`src/assert_macros.svh`:
```
// ---------------------------------------------------------------------------
// Assertion macros
// Shared concurrent-assertion wrappers for the vertex transform block.
// ---------------------------------------------------------------------------
`ifndef ASSERT_MACROS_SVH
`define ASSERT_MACROS_SVH

// Same-cycle implication, disabled during reset.
`define ASSERT_IMP(label, clk, rst, ante, cons, msg) \
  label: assert property (@(posedge clk) disable iff (rst) (ante) |-> (cons)) \
    else $error(msg);

// Next-cycle implication, disabled during reset.
`define ASSERT_NXT(label, clk, rst, ante, cons, msg) \
  label: assert property (@(posedge clk) disable iff (rst) (ante) |=> (cons)) \
    else $error(msg);

`endif

```
`src/vtbb_pkg.sv`:
```
// ---------------------------------------------------------------------------
// vtbb_pkg
// Types, register map, micro-op encoding and the micro-op table.
// ---------------------------------------------------------------------------
package vtbb_pkg;

  // Default datapath parameters
  localparam int COORD_WIDTH_DEF     = 16;
  localparam int COORD_FRAC_BITS_DEF = 8;
  localparam int QUAT_FRAC_BITS_DEF  = 14;

  // Packed register field width
  localparam int PACK_W = 16;

  // Configuration port
  localparam int CFG_DATA_W  = 64;
  localparam int CFG_INDEX_W = 2;
  localparam logic [CFG_INDEX_W-1:0] REG_SCALE = 2'd0;
  localparam logic [CFG_INDEX_W-1:0] REG_QUAT  = 2'd1;
  localparam logic [CFG_INDEX_W-1:0] REG_TRANS = 2'd2;

  localparam logic [47:0] SCALE_RST = 48'h0100_0100_0100;
  localparam logic [63:0] QUAT_RST  = 64'h4000_0000_0000_0000;
  localparam logic [47:0] TRANS_RST = 48'h0;

  // Coefficient select (register fields)
  localparam logic [2:0] COEF_SX = 3'd0;
  localparam logic [2:0] COEF_SY = 3'd1;
  localparam logic [2:0] COEF_SZ = 3'd2;
  localparam logic [2:0] COEF_W  = 3'd3;
  localparam logic [2:0] COEF_QX = 3'd4;
  localparam logic [2:0] COEF_QY = 3'd5;
  localparam logic [2:0] COEF_QZ = 3'd6;

  // Operand select (vertex, scaled vertex, half-turn vector)
  localparam logic [3:0] OPD_VX = 4'd0;
  localparam logic [3:0] OPD_VY = 4'd1;
  localparam logic [3:0] OPD_VZ = 4'd2;
  localparam logic [3:0] OPD_SX = 4'd3;
  localparam logic [3:0] OPD_SY = 4'd4;
  localparam logic [3:0] OPD_SZ = 4'd5;
  localparam logic [3:0] OPD_TX = 4'd6;
  localparam logic [3:0] OPD_TY = 4'd7;
  localparam logic [3:0] OPD_TZ = 4'd8;

  // Destination of a finished accumulation
  localparam logic [1:0] DST_S = 2'd0;
  localparam logic [1:0] DST_T = 2'd1;
  localparam logic [1:0] DST_O = 2'd2;

  localparam logic [1:0] AXIS_X = 2'd0;
  localparam logic [1:0] AXIS_Y = 2'd1;
  localparam logic [1:0] AXIS_Z = 2'd2;

  // Sequencer timing
  localparam int NUM_OPS    = 18;
  localparam int RUN_CYCLES = NUM_OPS + 2;   // multiplier + accumulate + box drain
  localparam int OP_IDX_W   = $clog2(NUM_OPS);
  localparam int CNT_W      = $clog2(RUN_CYCLES);

  typedef struct packed {
    logic [2:0] coef;
    logic [3:0] opd;
    logic       first;   // start from the preload value
    logic       neg;     // subtract the product
    logic       last;    // write the result to its destination
    logic [1:0] dst;
    logic [1:0] axis;
  } uop_t;

  typedef struct packed {
    logic valid;
    uop_t uop;
  } issue_t;

  typedef struct packed {
    logic       valid;
    logic [1:0] axis;
  } fin_t;

  // Ordered so every operand is written before it is read.
  function automatic uop_t uop_rom(input logic [OP_IDX_W-1:0] idx);
    uop_t r;
    case (idx)
      // scaled vertex
      5'd0:  r = '{COEF_SX, OPD_VX, 1'b1, 1'b0, 1'b1, DST_S, AXIS_X};
      5'd1:  r = '{COEF_SY, OPD_VY, 1'b1, 1'b0, 1'b1, DST_S, AXIS_Y};
      5'd2:  r = '{COEF_SZ, OPD_VZ, 1'b1, 1'b0, 1'b1, DST_S, AXIS_Z};
      // t = 2 (q x s), rounded
      5'd3:  r = '{COEF_QY, OPD_SX, 1'b1, 1'b1, 1'b0, DST_T, AXIS_Z};
      5'd4:  r = '{COEF_QX, OPD_SY, 1'b0, 1'b0, 1'b1, DST_T, AXIS_Z};
      5'd5:  r = '{COEF_QZ, OPD_SX, 1'b1, 1'b0, 1'b0, DST_T, AXIS_Y};
      5'd6:  r = '{COEF_QX, OPD_SZ, 1'b0, 1'b1, 1'b1, DST_T, AXIS_Y};
      5'd7:  r = '{COEF_QY, OPD_SZ, 1'b1, 1'b0, 1'b0, DST_T, AXIS_X};
      5'd8:  r = '{COEF_QZ, OPD_SY, 1'b0, 1'b1, 1'b1, DST_T, AXIS_X};
      // out = s + trans + w t + q x t
      5'd9:  r = '{COEF_W,  OPD_TZ, 1'b1, 1'b0, 1'b0, DST_O, AXIS_Z};
      5'd10: r = '{COEF_QX, OPD_TY, 1'b0, 1'b0, 1'b0, DST_O, AXIS_Z};
      5'd11: r = '{COEF_QY, OPD_TX, 1'b0, 1'b1, 1'b1, DST_O, AXIS_Z};
      5'd12: r = '{COEF_W,  OPD_TY, 1'b1, 1'b0, 1'b0, DST_O, AXIS_Y};
      5'd13: r = '{COEF_QZ, OPD_TX, 1'b0, 1'b0, 1'b0, DST_O, AXIS_Y};
      5'd14: r = '{COEF_QX, OPD_TZ, 1'b0, 1'b1, 1'b1, DST_O, AXIS_Y};
      5'd15: r = '{COEF_W,  OPD_TX, 1'b1, 1'b0, 1'b0, DST_O, AXIS_X};
      5'd16: r = '{COEF_QY, OPD_TZ, 1'b0, 1'b0, 1'b0, DST_O, AXIS_X};
      5'd17: r = '{COEF_QZ, OPD_TY, 1'b0, 1'b1, 1'b1, DST_O, AXIS_X};
      default: r = '0;
    endcase
    return r;
  endfunction

endpackage

```
`src/vtbb_seq.sv`:
```
// ---------------------------------------------------------------------------
// vtbb_seq
// Sequencer: walks the micro-op table once per vertex and hands off results.
// ---------------------------------------------------------------------------
`include "assert_macros.svh"

module vtbb_seq (
  input  logic              clk,
  input  logic              rst,
  input  logic              in_valid,
  input  logic              out_free,
  output logic              in_ready,
  output vtbb_pkg::issue_t  issue,
  output logic              commit
);
  import vtbb_pkg::*;

  localparam logic [1:0] ST_IDLE = 2'd0;
  localparam logic [1:0] ST_RUN  = 2'd1;
  localparam logic [1:0] ST_HOLD = 2'd2;

  logic [1:0]       state, state_next;
  logic [CNT_W-1:0] cnt, cnt_next;

  assign in_ready    = (state == ST_IDLE);
  assign commit      = (state == ST_HOLD) && out_free;
  assign issue.valid = (state == ST_RUN) && (cnt < CNT_W'(NUM_OPS));
  assign issue.uop   = uop_rom(cnt[OP_IDX_W-1:0]);

  always_comb begin
    state_next = state;
    cnt_next   = cnt;
    unique case (state)
      ST_IDLE: begin
        if (in_valid) begin
          state_next = ST_RUN;
          cnt_next   = '0;
        end
      end
      ST_RUN: begin
        if (cnt == CNT_W'(RUN_CYCLES - 1)) begin
          state_next = ST_HOLD;
        end else begin
          cnt_next = cnt + 1'b1;
        end
      end
      ST_HOLD: begin
        if (out_free) begin
          state_next = ST_IDLE;
        end
      end
      default: state_next = ST_IDLE;
    endcase
  end

  always_ff @(posedge clk) begin
    if (rst) begin
      state <= ST_IDLE;
      cnt   <= '0;
    end else begin
      state <= state_next;
      cnt   <= cnt_next;
    end
  end

  `ASSERT_IMP(a_no_issue_when_ready, clk, rst, issue.valid, !in_ready, "issue while ready")
  `ASSERT_NXT(a_accept_starts_seq, clk, rst, in_valid && in_ready, issue.valid && issue.uop.first, "accepted beat did not start the sequence")

endmodule

```
`src/vtbb_mac.sv`:
```
// ---------------------------------------------------------------------------
// vtbb_mac
// Shared multiply-accumulate unit with operand store and output saturation.
// ---------------------------------------------------------------------------
module vtbb_mac #(
  parameter int COORD_WIDTH     = vtbb_pkg::COORD_WIDTH_DEF,
  parameter int COORD_FRAC_BITS = vtbb_pkg::COORD_FRAC_BITS_DEF,
  parameter int QUAT_FRAC_BITS  = vtbb_pkg::QUAT_FRAC_BITS_DEF
) (
  input  logic                          clk,
  input  logic                          rst,
  input  logic signed [COORD_WIDTH-1:0] v_x,
  input  logic signed [COORD_WIDTH-1:0] v_y,
  input  logic signed [COORD_WIDTH-1:0] v_z,
  input  logic [47:0]                   scale_xyz,
  input  logic [63:0]                   rotation_quat,
  input  logic [47:0]                   translation_xyz,
  input  vtbb_pkg::issue_t              issue,
  output vtbb_pkg::fin_t                fin,
  output logic signed [COORD_WIDTH-1:0] fin_value
);
  import vtbb_pkg::*;

  // Scaled vertex, half-turn vector, operand and accumulator widths
  localparam int SW   = COORD_WIDTH + 17 - COORD_FRAC_BITS;
  localparam int TW   = SW + 19 - QUAT_FRAC_BITS;
  localparam int OPW0 = (SW > COORD_WIDTH) ? SW : COORD_WIDTH;
  localparam int OPW  = (TW > OPW0) ? TW : OPW0;
  localparam int PW   = PACK_W + OPW;
  localparam int STW  = ((SW > PACK_W) ? SW : PACK_W) + 1;
  localparam int AOW  = ((TW + 17 > STW + QUAT_FRAC_BITS + 1) ?
                         TW + 17 : STW + QUAT_FRAC_BITS + 1) + 1;
  localparam int ACW0 = (COORD_WIDTH + 18 > SW + 19) ? COORD_WIDTH + 18 : SW + 19;
  localparam int ACCW = (AOW > ACW0) ? AOW : ACW0;
  localparam int RW   = ACCW - QUAT_FRAC_BITS;

  // Rounding offsets (add half, then floor)
  localparam logic signed [ACCW-1:0] HALF_F = (COORD_FRAC_BITS == 0) ? '0 :
                                              ACCW'(1) << (COORD_FRAC_BITS - 1);
  localparam logic signed [ACCW-1:0] HALF_T = ACCW'(1) << (QUAT_FRAC_BITS - 2);
  localparam logic signed [ACCW-1:0] HALF_Q = ACCW'(1) << (QUAT_FRAC_BITS - 1);
  localparam logic signed [COORD_WIDTH-1:0] SAT_MAX = {1'b0, {(COORD_WIDTH-1){1'b1}}};
  localparam logic signed [COORD_WIDTH-1:0] SAT_MIN = {1'b1, {(COORD_WIDTH-1){1'b0}}};

  logic signed [PACK_W-1:0] coef;
  logic signed [OPW-1:0]    opnd;
  logic signed [PW-1:0]     prod;
  uop_t                     uop_d;
  logic                     valid_d;

  logic signed [SW-1:0] s_x, s_y, s_z, s_sel;
  logic signed [TW-1:0] t_x, t_y, t_z;
  logic signed [PACK_W-1:0] tr_sel;
  logic signed [STW-1:0]    st_sum;

  logic signed [ACCW-1:0] acc, pre, base, addend, sum;
  logic signed [RW-1:0]   r;
  logic [RW-COORD_WIDTH:0] r_hi;
  logic signed [COORD_WIDTH-1:0] o_sat;

  // Issue stage: operand select and the one multiplier
  always_comb begin
    case (issue.uop.coef)
      COEF_SX: coef = scale_xyz[47:32];
      COEF_SY: coef = scale_xyz[31:16];
      COEF_SZ: coef = scale_xyz[15:0];
      COEF_W:  coef = rotation_quat[63:48];
      COEF_QX: coef = rotation_quat[47:32];
      COEF_QY: coef = rotation_quat[31:16];
      COEF_QZ: coef = rotation_quat[15:0];
      default: coef = '0;
    endcase
    case (issue.uop.opd)
      OPD_VX:  opnd = OPW'(v_x);
      OPD_VY:  opnd = OPW'(v_y);
      OPD_VZ:  opnd = OPW'(v_z);
      OPD_SX:  opnd = OPW'(s_x);
      OPD_SY:  opnd = OPW'(s_y);
      OPD_SZ:  opnd = OPW'(s_z);
      OPD_TX:  opnd = OPW'(t_x);
      OPD_TY:  opnd = OPW'(t_y);
      OPD_TZ:  opnd = OPW'(t_z);
      default: opnd = '0;
    endcase
  end

  always_ff @(posedge clk) begin
    prod  <= PW'(coef) * PW'(opnd);
    uop_d <= issue.uop;
  end

  // Accumulate stage. The output preload folds s + translation and the
  // rounding half into the start value, so finishing is a shift and a clamp.
  always_comb begin
    case (uop_d.axis)
      AXIS_X:  begin s_sel = s_x; tr_sel = translation_xyz[47:32]; end
      AXIS_Y:  begin s_sel = s_y; tr_sel = translation_xyz[31:16]; end
      default: begin s_sel = s_z; tr_sel = translation_xyz[15:0];  end
    endcase
    st_sum = STW'(s_sel) + STW'(tr_sel);
    case (uop_d.dst)
      DST_S:   pre = HALF_F;
      DST_T:   pre = HALF_T;
      DST_O:   pre = (ACCW'(st_sum) <<< QUAT_FRAC_BITS) | HALF_Q;
      default: pre = '0;
    endcase
    base   = uop_d.first ? pre : acc;
    addend = uop_d.neg ? -(ACCW'(prod)) : ACCW'(prod);
    sum    = base + addend;

    r    = sum[ACCW-1:QUAT_FRAC_BITS];
    r_hi = r[RW-1:COORD_WIDTH-1];
    if ((&r_hi) || !(|r_hi)) begin
      o_sat = r[COORD_WIDTH-1:0];
    end else begin
      o_sat = r[RW-1] ? SAT_MIN : SAT_MAX;
    end
  end

  always_ff @(posedge clk) begin
    if (valid_d) begin
      acc <= sum;
      if (uop_d.last) begin
        case (uop_d.dst)
          DST_S: begin
            case (uop_d.axis)
              AXIS_X:  s_x <= sum[COORD_FRAC_BITS +: SW];
              AXIS_Y:  s_y <= sum[COORD_FRAC_BITS +: SW];
              default: s_z <= sum[COORD_FRAC_BITS +: SW];
            endcase
          end
          DST_T: begin
            case (uop_d.axis)
              AXIS_X:  t_x <= sum[(QUAT_FRAC_BITS-1) +: TW];
              AXIS_Y:  t_y <= sum[(QUAT_FRAC_BITS-1) +: TW];
              default: t_z <= sum[(QUAT_FRAC_BITS-1) +: TW];
            endcase
          end
          default: fin_value <= o_sat;
        endcase
      end
    end
  end

  always_ff @(posedge clk) begin
    if (rst) begin
      valid_d   <= 1'b0;
      fin.valid <= 1'b0;
      fin.axis  <= AXIS_X;
    end else begin
      valid_d   <= issue.valid;
      fin.valid <= valid_d && uop_d.last && (uop_d.dst == DST_O);
      fin.axis  <= uop_d.axis;
    end
  end

endmodule

```
`src/vtbb_box.sv`:
```
// ---------------------------------------------------------------------------
// vtbb_box
// Transformed-vertex store and running axis-aligned bounding box.
// ---------------------------------------------------------------------------
`include "assert_macros.svh"

module vtbb_box #(
  parameter int COORD_WIDTH = vtbb_pkg::COORD_WIDTH_DEF
) (
  input  logic                          clk,
  input  logic                          rst,
  input  vtbb_pkg::fin_t                fin,
  input  logic signed [COORD_WIDTH-1:0] fin_value,
  input  logic                          commit,
  input  logic                          commit_final,
  output logic signed [COORD_WIDTH-1:0] vtx_x,
  output logic signed [COORD_WIDTH-1:0] vtx_y,
  output logic signed [COORD_WIDTH-1:0] vtx_z,
  output logic signed [COORD_WIDTH-1:0] run_min_x,
  output logic signed [COORD_WIDTH-1:0] run_min_y,
  output logic signed [COORD_WIDTH-1:0] run_min_z,
  output logic signed [COORD_WIDTH-1:0] run_max_x,
  output logic signed [COORD_WIDTH-1:0] run_max_y,
  output logic signed [COORD_WIDTH-1:0] run_max_z
);
  import vtbb_pkg::*;

  logic box_empty;

  // Box stays empty until the vertex in flight commits, so all three axes
  // of the first vertex seed min and max.
  always_ff @(posedge clk) begin
    if (fin.valid) begin
      case (fin.axis)
        AXIS_X: begin
          vtx_x <= fin_value;
          if (box_empty || fin_value < run_min_x) run_min_x <= fin_value;
          if (box_empty || fin_value > run_max_x) run_max_x <= fin_value;
        end
        AXIS_Y: begin
          vtx_y <= fin_value;
          if (box_empty || fin_value < run_min_y) run_min_y <= fin_value;
          if (box_empty || fin_value > run_max_y) run_max_y <= fin_value;
        end
        default: begin
          vtx_z <= fin_value;
          if (box_empty || fin_value < run_min_z) run_min_z <= fin_value;
          if (box_empty || fin_value > run_max_z) run_max_z <= fin_value;
        end
      endcase
    end
  end

  always_ff @(posedge clk) begin
    if (rst) begin
      box_empty <= 1'b1;
    end else if (commit) begin
      box_empty <= commit_final;
    end
  end

  `ASSERT_IMP(a_box_ordered, clk, rst, !box_empty, (run_min_x <= run_max_x) && (run_min_y <= run_max_y) && (run_min_z <= run_max_z), "box min above max")

endmodule

```
`src/vertex_transform_bounding_box.sv`:
```
// ---------------------------------------------------------------------------
// vertex_transform_bounding_box
// Scales, quaternion-rotates and translates Q8.8 vertices on one shared
// multiplier and keeps a running axis-aligned bounding box per mesh.
// ---------------------------------------------------------------------------
//
//  channel  | handshake            | payload
//  ---------+----------------------+---------------------------------------
//  in       | in_valid / in_ready  | vert_x/y/z, final_vertex
//  out      | out_valid/ out_ready | out_x/y/z, box_min/max_x/y/z, box_done
//  cfg      | cfg_we (no wait)     | cfg_index, cfg_data
//
//  Per vertex, when the output is taken promptly: an accept state, 18 passes
//  through the shared 16 x N multiplier, a drain of the accumulator and box
//  update, and a hand-off into the output register. The shared multiplier
//  limits throughput; a new beat is accepted only after the hand-off.
//  The next beat is accepted while the previous result still waits; a new
//  result stalls in hand-off until the output register is free.
//  Synchronous active-high reset clears control state, the box, and restores
//  scale 1.0, identity rotation and zero translation.
//
//  Datapath per vertex:
//    s   = round(v * scale)                      (3 multiplies)
//    t   = round(2 (q x s))                      (6 multiplies)
//    out = sat(s + trans + round(w t + q x t))   (9 multiplies)
//  Rounding is add-half-then-floor; the half and the s + trans term are
//  preloaded into the accumulator at the start of each group.
// ---------------------------------------------------------------------------
`include "assert_macros.svh"

module vertex_transform_bounding_box #(
  parameter int COORD_WIDTH     = vtbb_pkg::COORD_WIDTH_DEF,
  parameter int COORD_FRAC_BITS = vtbb_pkg::COORD_FRAC_BITS_DEF,
  parameter int QUAT_FRAC_BITS  = vtbb_pkg::QUAT_FRAC_BITS_DEF
) (
  input  logic                                clk,
  input  logic                                rst,
  // configuration
  input  logic                                cfg_we,
  input  logic [vtbb_pkg::CFG_INDEX_W-1:0]    cfg_index,
  input  logic [vtbb_pkg::CFG_DATA_W-1:0]     cfg_data,
  // vertex in
  input  logic                                in_valid,
  output logic                                in_ready,
  input  logic signed [COORD_WIDTH-1:0]       vert_x,
  input  logic signed [COORD_WIDTH-1:0]       vert_y,
  input  logic signed [COORD_WIDTH-1:0]       vert_z,
  input  logic                                final_vertex,
  // result out
  output logic                                out_valid,
  input  logic                                out_ready,
  output logic signed [COORD_WIDTH-1:0]       out_x,
  output logic signed [COORD_WIDTH-1:0]       out_y,
  output logic signed [COORD_WIDTH-1:0]       out_z,
  output logic signed [COORD_WIDTH-1:0]       box_min_x,
  output logic signed [COORD_WIDTH-1:0]       box_min_y,
  output logic signed [COORD_WIDTH-1:0]       box_min_z,
  output logic signed [COORD_WIDTH-1:0]       box_max_x,
  output logic signed [COORD_WIDTH-1:0]       box_max_y,
  output logic signed [COORD_WIDTH-1:0]       box_max_z,
  output logic                                box_done
);
  import vtbb_pkg::*;

  // Configuration registers
  logic [47:0] scale_xyz;
  logic [63:0] rotation_quat;
  logic [47:0] translation_xyz;

  // Latched input beat
  logic signed [COORD_WIDTH-1:0] v_x, v_y, v_z;
  logic                          v_final;

  issue_t issue;
  fin_t   fin;
  logic signed [COORD_WIDTH-1:0] fin_value;
  logic   commit;
  logic   out_free;

  logic signed [COORD_WIDTH-1:0] vtx_x, vtx_y, vtx_z;
  logic signed [COORD_WIDTH-1:0] run_min_x, run_min_y, run_min_z;
  logic signed [COORD_WIDTH-1:0] run_max_x, run_max_y, run_max_z;

  assign out_free = !out_valid || out_ready;

  // Writes to an unmapped index fall through and are dropped.
  always_ff @(posedge clk) begin
    if (rst) begin
      scale_xyz       <= SCALE_RST;
      rotation_quat   <= QUAT_RST;
      translation_xyz <= TRANS_RST;
    end else if (cfg_we) begin
      unique case (cfg_index)
        REG_SCALE: scale_xyz       <= cfg_data[47:0];
        REG_QUAT:  rotation_quat   <= cfg_data[63:0];
        REG_TRANS: translation_xyz <= cfg_data[47:0];
        default: ;
      endcase
    end
  end

  // Input beat is held for the whole sequence
  always_ff @(posedge clk) begin
    if (in_valid && in_ready) begin
      v_x     <= vert_x;
      v_y     <= vert_y;
      v_z     <= vert_z;
      v_final <= final_vertex;
    end
  end

  vtbb_seq u_seq (
    .clk      (clk),
    .rst      (rst),
    .in_valid (in_valid),
    .out_free (out_free),
    .in_ready (in_ready),
    .issue    (issue),
    .commit   (commit)
  );

  vtbb_mac #(
    .COORD_WIDTH     (COORD_WIDTH),
    .COORD_FRAC_BITS (COORD_FRAC_BITS),
    .QUAT_FRAC_BITS  (QUAT_FRAC_BITS)
  ) u_mac (
    .clk             (clk),
    .rst             (rst),
    .v_x             (v_x),
    .v_y             (v_y),
    .v_z             (v_z),
    .scale_xyz       (scale_xyz),
    .rotation_quat   (rotation_quat),
    .translation_xyz (translation_xyz),
    .issue           (issue),
    .fin             (fin),
    .fin_value       (fin_value)
  );

  vtbb_box #(
    .COORD_WIDTH (COORD_WIDTH)
  ) u_box (
    .clk          (clk),
    .rst          (rst),
    .fin          (fin),
    .fin_value    (fin_value),
    .commit       (commit),
    .commit_final (v_final),
    .vtx_x        (vtx_x),
    .vtx_y        (vtx_y),
    .vtx_z        (vtx_z),
    .run_min_x    (run_min_x),
    .run_min_y    (run_min_y),
    .run_min_z    (run_min_z),
    .run_max_x    (run_max_x),
    .run_max_y    (run_max_y),
    .run_max_z    (run_max_z)
  );

  // Output register: loaded on commit, held until the beat is taken
  always_ff @(posedge clk) begin
    if (commit) begin
      out_x     <= vtx_x;
      out_y     <= vtx_y;
      out_z     <= vtx_z;
      box_min_x <= run_min_x;
      box_min_y <= run_min_y;
      box_min_z <= run_min_z;
      box_max_x <= run_max_x;
      box_max_y <= run_max_y;
      box_max_z <= run_max_z;
      box_done  <= v_final;
    end
  end

  always_ff @(posedge clk) begin
    if (rst) begin
      out_valid <= 1'b0;
    end else if (commit) begin
      out_valid <= 1'b1;
    end else if (out_ready) begin
      out_valid <= 1'b0;
    end
  end

  `ASSERT_IMP(a_commit_free, clk, rst, commit, !out_valid || out_ready, "result overwrote a pending beat")
  `ASSERT_IMP(a_idle_no_mac, clk, rst, in_ready, !fin.valid, "box update while idle")

endmodule
```
`config.mk`:
```
export PLATFORM = sky130hd
export DESIGN_NAME = vertex_transform_bounding_box
export DESIGN_NICKNAME = d
export VERILOG_FILES = /design/src/vtbb_pkg.sv /design/src/vtbb_seq.sv /design/src/vtbb_mac.sv /design/src/vtbb_box.sv /design/src/vertex_transform_bounding_box.sv
export VERILOG_INCLUDE_DIRS = /design/src /design/src/src
export SDC_FILE = /design/constraint.sdc
export NUM_CORES = 2
export LEC_CHECK = 0
export BUFFER_PORTS_ARGS = -buffer_cell sky130_fd_sc_hd__buf_2
export CAP_MARGIN = 15
export CORE_AREA = 2 2 505 307
export CTS_BUF_LIST = sky130_fd_sc_hd__clkbuf_16
export CTS_CLUSTER_DIAMETER = 60
export DETAILED_ROUTE_END_ITERATION = 16
export DIE_AREA = 0 0 507 309
export PLACE_DENSITY = 0.62
export SLEW_MARGIN = 10
export SYNTH_ARGS = -nofsm -noshare
export SYNTH_HDL_FRONTEND = slang
export SYNTH_SLANG_ARGS = --single-unit
```
`constraint.sdc`:
```
create_clock -name clk -period 10.6 [get_ports clk]
set_input_delay 2.12 -clock clk [delete_from_list [all_inputs] [get_ports clk]]
set_output_delay 2.12 -clock clk [all_outputs]
set_load 0.01 [all_outputs]
```
Word-level counts from Yosys, hierarchy flattened
Memories as Yosys holds them, arrays and structs flattened. A register that Yosys moved wholly into a read port is not among the register bits.
Index checks and enable logic that the tools add are counted.
{"block": "totals", "reg_bits": 793, "n_memories": 1, "input_bits": 120, "mem_bits_ro": 448}
{"block": "op_classes", "n_mux": 20, "eq_ne": 27, "addsub": 4, "n_reduce_logical": 50, "order_cmp": 7, "bitwise_logic": 3, "mul": 1}
{"name": "(no name shown)", "words": 32, "word_bits": 14, "read_ports": 1, "rd_ports_with_merged_regs": 1, "wr": 0, "line_no": "vtbb_pkg.sv:84", "source": "case (idx)"}
{"cell": "one-hot mux 30 bit (9 select lines)", "n": 1}
{"cell": "one-hot mux 48 bit (3 select lines)", "n": 1}
{"cell": "one-hot mux 16 bit (7 select lines)", "n": 1}
{"cell": "two-way mux 48 bit", "n": 2}
{"cell": "one-hot mux 25 bit (2 select lines)", "n": 1}
{"cell": "adder 48 bit", "n": 1}
{"cell": "> comparator 16 bit", "n": 3}
{"cell": "less-than comparator 16 bit", "n": 3}
{"cell": "negation 46 -> 48 bit", "n": 1}
{"cell": "multiplier 16 x 30 -> 46 bit", "n": 1}
{"cell": "two-way mux 16 bit", "n": 2}
{"cell": "one-hot mux 16 bit (2 select lines)", "n": 1}
{"cell": "AND reduction 3 bit", "n": 9}
{"cell": "adder 25 x 16 -> 26 bit", "n": 1}
{"cell": "AND reduction 4 bit", "n": 6}
{"cell": "two-way mux 5 bit", "n": 4}
{"cell": "AND reduction 19 bit", "n": 1}
{"cell": "OR reduction 19 bit", "n": 1}
{"cell": "equality test 4 x 3 -> 1 bit, second input constant", "n": 4}
{"cell": "AND reduction 2 bit", "n": 6}
{"cell": "equality test 2 x 1 -> 1 bit, second input constant", "n": 5}
{"cell": "zero test 2 bit", "n": 5}
{"cell": "one-hot mux 5 bit (2 select lines)", "n": 1}
{"cell": "equality test 3 bit, second input constant", "n": 3}
{"cell": "other kinds (22)", "n": 48}

Logic depth before layout (Yosys ltp)
{"block": "logic_depth", "ltp_word": 10, "ltp_mapped": 35, "ltp_nobuf": 32}

Modules after synthesis
From an unflattened synthesis, not the netlist that was laid out.
{"block": "hier_totals", "cells_unflattened": 4996, "hier_area_um2": 53965.5}
{"mod": "vtbb_mac", "n_inst": 1, "area_each_um2": 33435.8, "cells_per_inst": 3553}
{"mod": "vertex_transform_bounding_box", "n_inst": 1, "area_each_um2": 12330.6, "cells_per_inst": 794}
{"mod": "vtbb_box", "n_inst": 1, "area_each_um2": 6820.3, "cells_per_inst": 490}
{"mod": "vtbb_seq", "n_inst": 1, "area_each_um2": 1378.8, "cells_per_inst": 159}

Worst setup path before layout
Ideal clock, no wire load.
{"block": "synth_timing", "path_type": "in2reg", "start": "input out_ready", "end": "register box_done (enable)", "arrival_ns": 8.699, "path_stages": 2, "setup_slack_ns": 1.230, "path_cell_list": "nand2b_1 -> nor2b_1"}
{"block": "synth_between", "elab_chain_cells": 2}
{"element": "start, declared", "line_no": "vertex_transform_bounding_box.sv:51", "source": "input logic out_ready,"}
{"element": "logical OR 1 bit", "line_no": "vertex_transform_bounding_box.sv:84", "source": "assign out_free = !out_valid || out_ready;"}
{"element": "logical AND 1 bit", "line_no": "vtbb_seq.sv:26", "source": "assign commit = (state == ST_HOLD) && out_free;"}
{"element": "named net commit", "line_no": "vertex_transform_bounding_box.sv:77", "source": "logic commit;"}
{"element": "end signal, assigned", "line_no": "vertex_transform_bounding_box.sv:172", "source": "box_done <= v_final;"}
{"element": "end, declared", "line_no": "vertex_transform_bounding_box.sv:61", "source": "output logic box_done"}
The timed path passes the listed nets, and every way through them passes these cells.
A chain may end at the register's enable or synchronous reset.

Worst setup path in the final report
{"block": "layout_timing", "start": "register, netlist name u_seq.issue[7]", "end": "register u_mac.prod[44]"}
{"block": "layout_between", "elab_chain_cells": 3, "elab_cells_between_ends": 11, "cone_classes": "1 x mul; 8 x eq/ne; 1 x mux; 1 x reduce/logical"}
{"element": "equality test 4 bit, or another cell as far along", "line_no": "vtbb_mac.sv:73", "source": "case (issue.uop.opd)"}
{"element": "one-hot mux 30 bit (9 select lines) (*)", "line_no": "vtbb_mac.sv:73"}
{"element": "multiplier 16 x 30 -> 46 bit (*)", "line_no": "vtbb_mac.sv:88", "source": "prod <= PW'(coef) * PW'(opnd);"}
{"element": "end signal, assigned", "line_no": "vtbb_mac.sv:88"}
{"element": "end, declared", "line_no": "vtbb_mac.sv:47", "source": "logic signed [PW-1:0] prod;"}
Every way passes the cells marked *; elsewhere a longest branch is shown, timed or not.

==> parameters.txt <==
Parameter                              Value

Status
  Status ... completed

Logic synthesis
  Warnings, synthesis ... 0
  Number of enable-type register cells in the synthesized netlist ... 567
  Number of nets produced by synthesis ... 5,960
  Register bit count reported by yosys ... 807
  Distinct cell type count of the synthesized netlist ... 84
  Post-Synthesis Cells ... 5,095
  Fraction of registers with async set/reset ... 0
  Seq/Total Area, Yosys ... 0.413
  Most used flip-flop cell after synthesis ... edfxtp_1
  Synthesized area ... 52,900 um^2
  Mean instance size in the synthesized netlist ... 10.4 um^2

GRT
  Tot GR Track Use ... 0.218
  First-pass GRT wire length ... 253,000 um
  Aggregate global routing overflow ... 0
  Initial antenna violation count ... 20
  Vias in the first global route ... 37,758
  Pin count of the biggest net entering global routing ... 77

Power
  Power density over the cells ... 179 nW/um^2
  Total power ... 10.6 mW
  Peak supply drop ... 0.000134 V
  Leakage power ... 24.7 nW

Run
  Number of max-capacitance violations reported ... 0

Clock network
  TritonCTS buffer count ... 80
  Root buffer cell ... clkbuf_16
  Post_cts resized ... 0
  Reg clk slew, reported paths ... 0.08 ns
  TritonCTS clock tree ... built
  Maximum level of the CTS H-tree ... 3
  Number of post-CTS setup repair buffers ... 0
  Clock tree sinks ... 807
  Buffers from clock root to sink, at most ... 3
  Cts-stage hold buffer count ... 0
  Clock latency at the later pin of the worst-skew pair ... 0.72 ns

Timing
  Final hold slack ... 0.316 ns
  Remaining max-slew budget at the tightest pin ... 0.0829
  Worst clock skew ... 0.0601 ns
  Final setup viols ... 0
  Share of the cycle needed by the critical path after routing ... 0.894
  Total negative setup slack ... 0 ns
  Time the final worst path needs with I/O delays and setup ... 9.48 ns
  Least-Margin Pin Slew ... 1.37 ns
  Number of hold-slack violations in the final timing report ... 0
  Achievable Freq ... 106 MHz
  Final Max Tran Viols ... 0
  Unrepaired setup endpoints after global routing ... false

Finish
  Layout overhead on the synthesized area ... 12.6%
  Number of fill cells ... 14,876
  Share of cells above drive strength 1 ... 0.108
  Net total in the final layout ... 6,198

Detailed routing
  Number of nets with antenna violations after detailed routing ... 0
  1st-iter DRT viols ... 5,035
  Routed via count divided by cell count ... 5.28
  Vias after detailed routing ... 39,321
  Drt first pass iters ... 10
  Per-cell routed wire length ... 23.0 um
  WL final ... 171,000 um
  Number of design rule violations left after detail routing ... 0

Floorplan
  Vertical extent of the die ... 309 um
  Effective utilization at floorplan ... 0.349
  Core Box Area ... 152,000 um^2
  Die outline area ... 157,000 um^2
  Horiz. Die Dim ... 507 um
  I/O pin count ... 267
  Number of placement rows ... 111

Critical path
  Worst reg2reg path depth ... 29
  Slowest cell on the critical path ... a221oi_2
  CP dominant cell by count ... fa_1
  Data arrival at the endpoint of the critical path ... 10.09 ns
  Capturing element type of the critical path ... flip-flop
  Critical path required time ... 11.22 ns
  Critical-path maximum fanout ... 14
  Stage delay of the slowest cell on the critical path ... 1.00 ns
  WS Path Type ... reg2reg
  Worst Setup Start Kind ... flip-flop

Placed design
  Hpwl dp ... 135,000 um
  GPL Wtd Cong ... 0.961
  Number of port buffers ... 266

Hold path
  Number of cells on the worst hold path ... 0
  Type of the most critical hold path ... reg2reg
==> state kept, by name, summed over array words and instances, names as in the netlist, 25 cells and up <==
register         cells
u_mac.prod          46
u_mac.t_x           30
u_mac.acc           48
u_mac.t_y           30
scale_xyz           48
translation_xyz     48
u_mac.s_z           25
u_mac.t_z           30
u_mac.s_y           25
u_mac.s_x           25
rotation_quat       64
==> critical path, delay by kind of cell, from the launching register on <==
kind | cells | cell delay [ns]
buf+inv | 6 | 0.52
fa+ha+maj | 7 | 3.48
xor+xnor | 1 | 0.16
simple gates | 8 | 2.17
compound gates | 7 | 2.42
flops | 1 | 0.60
==> cells in the mapped netlist (39+ instances only) <==
| cell type | n | area, um^2 |
|---|---|---|
| o21ai_0 | 196 | 981 |
| nand2_1 | 722 | 2710 |
| mux2i_1 | 82 | 821 |
| edfxtp_1 | 567 | 17000 |
| a21o_1 | 92 | 691 |
| nor3_1 | 44 | 220 |
| inv_1 | 681 | 2560 |
| xnor2_1 | 115 | 1010 |
| ha_1 | 285 | 3570 |
| nand3_1 | 46 | 230 |
| fa_1 | 460 | 9210 |
| clkbuf_1 | 190 | 713 |
| a22oi_1 | 46 | 345 |
| o21a_1 | 42 | 315 |
| and3_1 | 39 | 244 |
| a21oi_1 | 317 | 1590 |
| dfxtp_1 | 240 | 4800 |
| nor2_1 | 366 | 1370 |
| nor2b_1 | 43 | 269 |
==> per-layer routing <==
metal / routed length [um] / track usage
met1: 79400 / 0.334
met2: 66800 / 0.294
met5: 20 / 0
met4: 3380 / 0.0415
met3: 21400 / 0.0735
==> cell families after synthesis <==
group | count (synthesis) | synth area share
adders and majority gates | 745 | 0.242
xor gates and xnor gates | 151 | 0.0250
DFF | 807 | 0.413
buffers and inverters | 897 | 0.0642
and+or+nand+nor | 1446 | 0.120
AOI/OAI and AO/OA | 941 | 0.112
muxes | 108 | 0.0234
==> cells in the final DEF, fill, tap and decap left out, drive strengths merged, types with 92 or more instances in the layout <==
| master | instances |
|---|---|
| ha | 285 |
| nor2 | 367 |
| inv | 706 |
| xnor2 | 115 |
| nand2 | 722 |
| dfxtp | 240 |
| o21ai | 199 |
| edfxtp | 567 |
| buf | 370 |
| fa | 460 |
| a21oi | 317 |
| a21o | 92 |
==> through the flow <==
stage	setup WS, ns	utilization	instances	area, um^2
after global placement	1.51	0.375	7283	56800
after detailed placement	1.40	0.375	7283	56800
after global routing	0.658	0.392	7438	59500
after CTS	1.33	0.392	7432	59500
after floorplan	1.23	-	5095	52900
final	1.12	0.392	7444	59500
==> cell type report <==
cell class	count	area (um^2)	share of cell area
diodes	10	25.0	0.000420
clock buffers	81	2030	0.0341
clock inverters	68	581	0.00975
inverters	682	2560	0.0430
multi-input cells	3391	27800	0.467
flip-flops and latches	807	21800	0.367
well taps	2034	2540	0.0428
repair buffers	371	2150	0.0361
==> power breakdown <==
group | leakage [nW] | internal, mW | switching [mW]
combinational | 16.2 | 1.40 | 2.50
clock | 1.33 | 1.52 | 1.36
sequential | 7.11 | 3.67 | 0.173
==> worst paths after layout <==
check	start	end	slack, ns
worst min register to register	u_seq.issue[5]	u_mac.uop_d[5]	0.32
worst max-delay path	u_seq.issue[7]	u_mac.prod[44]	1.12
worst min-delay path	u_seq.issue[5]	u_mac.uop_d[5]	0.32
worst max register to register	u_seq.issue[7]	u_mac.prod[44]	1.12
Power figures use the tool's default switching activity.
